File: config.mk
export PLATFORM = sky130hd
export DESIGN_NAME = icpc_sqrt
export DESIGN_NICKNAME = d
export VERILOG_FILES = /design/src/sv/icpc_pkg.sv /design/src/sv/icpc_sqrt.sv
export SDC_FILE = /design/constraint.sdc
export NUM_CORES = 1
export LEC_CHECK = 0
export ABC_AREA = 1
export BUFFER_PORTS_ARGS = -buffer_cell sky130_fd_sc_hd__buf_2
export CAP_MARGIN = 20
export CORE_UTILIZATION = 25
export CTS_BUF_LIST = sky130_fd_sc_hd__clkbuf_8
export DETAILED_ROUTE_END_ITERATION = 10
export SKIP_LAST_GASP = 1
export SLEW_MARGIN = 20
export SYNTH_ARGS = -nofsm -noshare
export SYNTH_HDL_FRONTEND = slang
export SYNTH_SLANG_ARGS = --single-unit
File: constraint.sdc
create_clock -name clk -period 9.6 [get_ports clk]
set_input_delay 2.4 -clock clk [delete_from_list [all_inputs] [get_ports clk]]
set_output_delay 2.4 -clock clk [all_outputs]
set_load 0.02 [all_outputs]
File: src/sv/icpc_pkg.sv
// ----------------------------------------------------------------------------
// icpc_pkg: shared types and constants for the colour conversion pipeline
// Request and result formats, fixed-point constants, stage counts of the
// square root and power units, and elaboration-time helpers.
// ----------------------------------------------------------------------------
package icpc_pkg;

  typedef logic signed [23:0] pix_t;

  typedef struct packed {
    logic cmd;
    pix_t red;
    pix_t green;
    pix_t blue;
    pix_t orig_red;
    pix_t orig_green;
    pix_t orig_blue;
    logic was_in_gamut;
  } req_t;

  typedef struct packed {
    pix_t out_red;
    pix_t out_green;
    pix_t out_blue;
    logic gamut_ok;
    logic passed_through;
  } rsp_t;

  // Register indexes of the configuration port
  typedef enum logic [2:0] {
    REG_FWD_ROW0 = 3'd0,
    REG_FWD_ROW1 = 3'd1,
    REG_FWD_ROW2 = 3'd2,
    REG_INV_ROW0 = 3'd3,
    REG_INV_ROW1 = 3'd4,
    REG_INV_ROW2 = 3'd5,
    REG_MODE     = 3'd6
  } reg_idx_t;

  // Commands
  localparam logic CMD_FWD = 1'b0;
  localparam logic CMD_INV = 1'b1;

  // How a channel's curve result is formed
  typedef enum logic [1:0] {
    KIND_ZERO = 2'd0,
    KIND_LIN  = 2'd1,
    KIND_POW  = 2'd2
  } kind_t;

  localparam logic [47:0] ROW0_RST = 48'd4096;
  localparam logic [47:0] ROW1_RST = 48'd4096 << 16;
  localparam logic [47:0] ROW2_RST = 48'd4096 << 32;

  localparam int SQRT_LAT = 20;
  localparam int POW_LAT  = 44;

  localparam logic [17:0] EXP_ENC   = 18'd27307;
  localparam logic [17:0] EXP_DEC   = 18'd157286;
  localparam logic [22:0] PIX_MAX_U = 23'h7FFFFF;

  // Clamp a wide signed value to the pixel range
  function automatic pix_t sat_pix(logic signed [47:0] x);
    pix_t r;
    if (x > 48'sd8388607) r = 24'sh7FFFFF;
    else if (x < -48'sd8388608) r = 24'sh800000;
    else r = x[23:0];
    return r;
  endfunction

  // Matrix coefficient j of a packed row
  function automatic logic signed [15:0] coef(logic [47:0] row, int unsigned j);
    return row[16*j +: 16];
  endfunction

  // Floor square root, evaluated on constants only
  function automatic logic [63:0] isqrt_c(logic [63:0] x);
    logic [63:0] r;
    logic [63:0] rem;
    logic [63:0] b;
    r = '0;
    rem = x;
    for (int i = 31; i >= 0; i--) begin
      b = (r << (i + 1)) + (64'd1 << (2 * i));
      if (rem >= b) begin
        rem = rem - b;
        r = r | (64'd1 << i);
      end
    end
    return r;
  endfunction

  // Q30 factor 2^(2^-i) as a chain of floor square roots
  function automatic logic [31:0] exp_factor(int i);
    logic [63:0] t;
    t = 64'd1 << 31;
    for (int j = 1; j <= i; j++) begin
      t = isqrt_c(t << 30);
    end
    return t[31:0];
  endfunction

endpackage

File: src/sv/icpc_sqrt.sv
// ----------------------------------------------------------------------------
// icpc_sqrt: pipelined integer square root
// Floor square root of a 40-bit value, one result bit per stage.
// ----------------------------------------------------------------------------
module icpc_sqrt import icpc_pkg::*; (
  input  logic        clk,
  input  logic        en,
  input  logic [39:0] x,
  output logic [19:0] root
);

  logic [40:0] rem_q  [SQRT_LAT];
  logic [19:0] root_q [SQRT_LAT];

  for (genvar k = 0; k < SQRT_LAT; k++) begin : g_stage
    localparam int I = SQRT_LAT - 1 - k;
    logic [40:0] rem_in;
    logic [19:0] root_in;
    logic [40:0] trial;

    if (k == 0) begin : g_first
      assign rem_in  = {1'b0, x};
      assign root_in = '0;
    end else begin : g_next
      assign rem_in  = rem_q[k-1];
      assign root_in = root_q[k-1];
    end

    // Trial subtract for this root bit
    assign trial = ({21'b0, root_in} << (I + 1)) + (41'd1 << (2 * I));

    always_ff @(posedge clk) begin
      if (en) begin
        if (rem_in >= trial) begin
          rem_q[k]  <= rem_in - trial;
          root_q[k] <= root_in | (20'd1 << I);
        end else begin
          rem_q[k]  <= rem_in;
          root_q[k] <= root_in;
        end
      end
    end
  end

  assign root = root_q[SQRT_LAT-1];

endmodule

# Yosys cells after proc, flatten, opt, wreduce, memory -nomap -nowiden
# Memories as Yosys holds them, arrays and structs flattened.
# Index checks and enable logic that the tools add are counted.
[word_totals]
register_bits = 0
ramBits = 1220
out_inout_bits = 20
wordCells = 261
n_memories = 2
[memory_table]
columns = ["name", "depth", "width", "read_ports", "rd_clocked_by_memory_dff", "write_ports", "line", "text"]
rows = [
  ["rem_q", 20, 41, 19, 0, 20, "icpc_sqrt.sv:12", "logic [40:0] rem_q [SQRT_LAT];"],
  ["root_q", 20, 20, 20, 0, 20, "icpc_sqrt.sv:13", "logic [19:0] root_q [SQRT_LAT];"],
]
[classes]
addsub = 39
magnitude_cmp = 20
mux = 160
bitwise_logic = 40
[op_table]
columns = ["op", "n"]
rows = [
  ["$mux W41", 20],
  ["$mux W20", 20],
  ["$mux W1", 120],
  ["$ge A41 B22 Y1", 1],
  ["$ge A41 B23 Y1", 1],
  ["$ge A41 B24 Y1", 1],
  ["$ge A41 B25 Y1", 1],
  ["$ge A41 B26 Y1", 1],
  ["$ge A41 B27 Y1", 1],
  ["$ge A41 B28 Y1", 1],
  ["$ge A41 B29 Y1", 1],
  ["$ge A41 B30 Y1", 1],
  ["$ge A41 B31 Y1", 1],
  ["$ge A41 B32 Y1", 1],
  ["$ge A41 B33 Y1", 1],
  ["$ge A41 B34 Y1", 1],
  ["$ge A41 B35 Y1", 1],
  ["$ge A41 B36 Y1", 1],
  ["$ge A41 B37 Y1", 1],
  ["$ge A41 B38 Y1", 1],
  ["$ge A41 B39 Y1", 1],
  ["$ge A41 B40 Y1", 1],
  ["$sub A40 B39 Y41 const B", 1],
  ["$sub A41 B22 Y41", 1],
  ["39 further kinds", 78],
]

# Logic depth before layout (Yosys ltp)
# An unclocked memory read counts as a cell.
[depth]
word_depth = 7
depth_mapped = 17
mapped_depth_nobuf = 16

# Worst setup path before layout
# OpenSTA, ideal clock, no wires.
[synth_path]
path_kind = "input-to-reg"
startpoint = "input port en"
endpoint = "memory rem_q[18][0], enable pin"
setup_ns = 0.439
arrival_time_ns = 4.508
path_slack_ns = 4.653
cell_stages = 3
path_cell_list = "buf_2 -> clkbuf_1 -> clkbuf_1"
[synth_rtl]
columns = ["item", "line", "text"]
rows = [
  ["from (decl)", "icpc_sqrt.sv:7", "input logic en,"],
  ["to (decl)", "icpc_sqrt.sv:12", ""],
]

==> reports/qor.txt <==
GLOBAL ROUTING
--------------------------------------------------------------------------------------
Total gr overflow                                                                    0
Global-route wire length before repair                                       251800 µm
Via count of the first global-routing pass                                      43.11k
Largest net degree at the start of global routing                                  178
Overall global routing resource usage                                           14.65%
Antenna violations before repair                                                     7

SETUP PATH
--------------------------------------------------------------------------------------
Endpoint type of the worst setup path                                         register
CP Max Fanout                                                                      135
Slowest cell delay on critical path                                            0.60 ns
Type of element launching the critical path                                  input pin
R2R depth                                                                            9
Critical path arrival                                                          5.07 ns
Start-to-end type of the worst setup path                                 input pin to register
Required time reported for the critical path endpoint                         10.29 ns
Cell count along the critical path                                                   8
Total buffers and inverters traversed by the critical path                           4
Cell family contributing the most delay on the critical path              buffers and inverters
Slowest CP cell                                                           sky130_fd_sc_hd__buf_12
Ordered cell list for the critical path                                   buf_8 -> buf_12 -> buf_12 -> nand3_1 -> nor2_1 -> nand2_1 -> inv_1 -> nor2_1

STA
--------------------------------------------------------------------------------------
Post-Route Setup TNS                                                              0 ns
Slew at the pin closest to its max-slew limit                                 1.032 ns
Number of endpoints failing setup at the final stage                                 0
Achievable Freq                                                              228.3 MHz
Worst-case headroom to the max-slew limit                                       31.17%
Final critical-path share of the clock period                                   45.63%
Worst-case clock skew                                                       0.06590 ns
Final hold vios                                                                      0
Unrepaired setup endpoints after global routing                                     no
Post-layout min period                                                        4.381 ns
Total count of max-transition violations in the final report                         0

PLACE
--------------------------------------------------------------------------------------
Detailed Place HPWL                                                          134400 µm
Post-place instance area                                                   0.05964 mm²
Count of input and output buffers                                                   61
Placer congestion estimate                                                      0.9524

CLOCK TREE
--------------------------------------------------------------------------------------
CTS Buf Count                                                                      164
Clk_lat worst skew                                                             0.95 ns
Hold-fix buffers at CTS                                                              0
Number of gates resized after CTS                                                    0
Clock H-tree levels                                                                  4
Number of sinks handled by clock tree synthesis                                    989
Clock tree from TritonCTS                                                          yes
Register clock-pin slew on the reported worst setup and hold paths             0.06 ns
CTS root buf                                                              sky130_fd_sc_hd__clkbuf_8
# Post-CTS Setup Buffers                                                             0
Clock tree buffer depth                                                              3

SYNTHESIS
--------------------------------------------------------------------------------------
Commonest cells post-synth                                                sky130_fd_sc_hd__nand2_1 (1824), sky130_fd_sc_hd__inv_1 (1042), sky130_fd_sc_hd__edfxtp_1 (989)
Dominant cell by count in the synthesized netlist                         sky130_fd_sc_hd__nand2_1
Library cell occupying the most area in the post-synthesis netlist        sky130_fd_sc_hd__edfxtp_1
Post-Synthesis Cell Area                                                   0.05576 mm²
Number of distinct standard cells referenced by the synthesized netlist             52
Mean post-synth cell area                                                    8.626 µm²
Count of flip-flops with a built-in enable after synthesis                         989
Fraction of the yosys area taken by sequential cells                            53.26%
Instance count of the mapped netlist                                              6465
Yosys reg bits                                                                     989
Area share of the leading cell type in the synthesized netlist                  53.26%
Most used flip-flop cell after synthesis                                  sky130_fd_sc_hd__edfxtp_1
Share of synthesized flip-flops with an asynchronous set or reset                   0%
Dominant cells by area after synthesis                                    sky130_fd_sc_hd__edfxtp_1 (53%), sky130_fd_sc_hd__nand2_1 (12%), sky130_fd_sc_hd__inv_1 (7.0%)
Number of warning messages in the yosys log                                          0
Net Count, Synth                                                                  6735

POWER
--------------------------------------------------------------------------------------
Peak supply drop                                                             0.1717 mV
Sequential group share of total power                                            47.6%
Switching fraction of total power                                               33.42%
Comb pwr share                                                                   22.2%
Int Pwr                                                                        8124 µW
Reported leakage power                                                      0.02685 µW
Power share of the clock group                                                   30.2%
Total power divided by cell area                                          194.3 mW/mm²
Switching Power                                                                4078 µW

FLOORPLANNING
--------------------------------------------------------------------------------------
Die Ht                                                                        474.3 µm
Core region area                                                            0.2219 mm²
Number of primary I/O pins                                                          62
Number of rows in the core area                                                    173
Effective utilization at floorplan                                              25.13%
Total Die Area                                                              0.2250 mm²
Die width                                                                     474.3 µm

HOLD PATH
--------------------------------------------------------------------------------------
Hold Path Depth                                                                      0
Hold crit path type                                                       register to register

ROUTING
--------------------------------------------------------------------------------------
First-iteration detailed-routing DRC count                                        3184
Drc violations                                                                       0
Total routed wirelength                                                      166300 µm
Post-DR wirelength/cell                                                       17.06 µm
DR vias/cell                                                                     4.438
DR pass1 iterations                                                                  6
Via count                                                                       43.27k
Post-route antenna net violation count                                               0

OUTCOME
--------------------------------------------------------------------------------------
Result of the run                                                         finished, final reports clean

FINISH
--------------------------------------------------------------------------------------
Final-layout fill cell count                                                    23.69k
Post-route cell area                                                       0.06281 mm²
Ratio of cells with drive above 1 in the final layout                           4.936%
Nets                                                                              6918
Area growth from synthesis to final layout                                      12.64%

JOB
--------------------------------------------------------------------------------------
Max Cap Violations                                                                   0

## per-layer routing
| metal | vias to the layer above | share of wire (%) | global-route usage (%) |
|---|---|---|---|
| li1 | 21660 | - | - |
| met1 | 20250 | 40 | 16.60 |
| met2 | 1058 | 51 | 27.01 |
| met3 | 304 | 4.1 | 2.206 |
| met4 | 0 | 4.0 | 6.208 |
| met5 | - | 0 | 0 |
## logic make-up after synthesis
logic type	count (synthesis)	share of synthesized area [%]
DFF	989	53.26
xor gates and xnor gates	218	3.424
AOI/OAI and AO/OA	482	4.638
buffers and inverters	1110	7.633
adders and majority gates	228	5.116
and+or+nand+nor	3438	25.93
## cell usage in the layout (no fill, tap or decap), types with 18 or more instances in the layout
| master | synthesis | routed |
|---|---|---|
| sky130_fd_sc_hd__nand2_1 | 1824 | 1824 |
| sky130_fd_sc_hd__inv_1 | 1042 | 1083 |
| sky130_fd_sc_hd__edfxtp_1 | 989 | 989 |
| sky130_fd_sc_hd__nor2_1 | 785 | 785 |
| sky130_fd_sc_hd__nand3_1 | 380 | 380 |
| sky130_fd_sc_hd__ha_1 | 228 | 228 |
| sky130_fd_sc_hd__a21oi_1 | 200 | 200 |
| sky130_fd_sc_hd__o21ai_0 | 199 | 199 |
| sky130_fd_sc_hd__nand4_1 | 175 | 175 |
| sky130_fd_sc_hd__clkbuf_8 | 0 | 164 |
| sky130_fd_sc_hd__nor3_1 | 114 | 114 |
| sky130_fd_sc_hd__xor2_1 | 110 | 110 |
| sky130_fd_sc_hd__xnor2_1 | 108 | 108 |
| sky130_fd_sc_hd__nor4_1 | 61 | 61 |
| sky130_fd_sc_hd__buf_2 | 25 | 60 |
| sky130_fd_sc_hd__clkinv_1 | 1 | 39 |
| sky130_fd_sc_hd__nand3b_1 | 33 | 33 |
| sky130_fd_sc_hd__o21ai_1 | 21 | 21 |
| sky130_fd_sc_hd__or2_2 | 20 | 20 |
| sky130_fd_sc_hd__o21bai_1 | 18 | 18 |
## final timing paths
check	startpoint	to	slack, ns
setup / recovery	en	rem_q[2][40]$_DFFE_PP_	5.22
hold / removal	rem_q[4][7]$_DFFE_PP_	rem_q[5][7]$_DFFE_PP_	0.42
setup reg to reg	rem_q[8][22]$_DFFE_PP_	rem_q[9][23]$_DFFE_PP_	6.15
hold reg to reg	rem_q[4][7]$_DFFE_PP_	rem_q[5][7]$_DFFE_PP_	0.42
## cell type report
class | instances | area [µm²] | share of cell area, %
well taps | 2975 | 3722 | 5.926
flip-flops and latches | 989 | 29700 | 47.28
inverters | 1050 | 3941 | 6.275
clock inverters | 120 | 889.6 | 1.416
clock buffers | 164 | 2257 | 3.593
repair buffers | 77 | 473.0 | 0.7529
multi-input cells | 4366 | 21810 | 34.72
diodes | 9 | 22.52 | 0.03585
## power groups by stage
| stage | sequential, µW | clock (µW) | combinational (µW) |
|---|---|---|---|
| after detailed placement | 5900 | 0 | 2690 |
| after global placement | 5900 | 0 | 2690 |
| after CTS | 5810 | 3810 | 2700 |
| after floorplan | 5650 | 0 | 1950 |
| final | 5800 | 3690 | 2710 |
| after global routing | 5840 | 3990 | 3070 |
## per-stage QoR
step | worst slack, ns | hold slack [ns] | power, µW | cells | utilization [%]
6_report | 5.219 | 0.4221 | 12200 | 9750 | 28.31
5_1_grt | 5.060 | 0.4413 | 12890 | 9747 | 28.31
4_1_cts | 5.354 | 0.4155 | 12320 | 9741 | 28.30
3_5_place_dp | 4.319 | 0.4236 | 8585 | 9457 | 26.88
3_3_place_gp | 4.387 | 0.4196 | 8585 | 9457 | 26.88
2_1_floorplan | 4.653 | 0.4166 | 7599 | 6465 | -
## state kept, by name, indices dropped and copies added (netlist names)
name    count
rem_q     779
root_q    210
No activity file was read; power rests on OpenSTA's default activity.
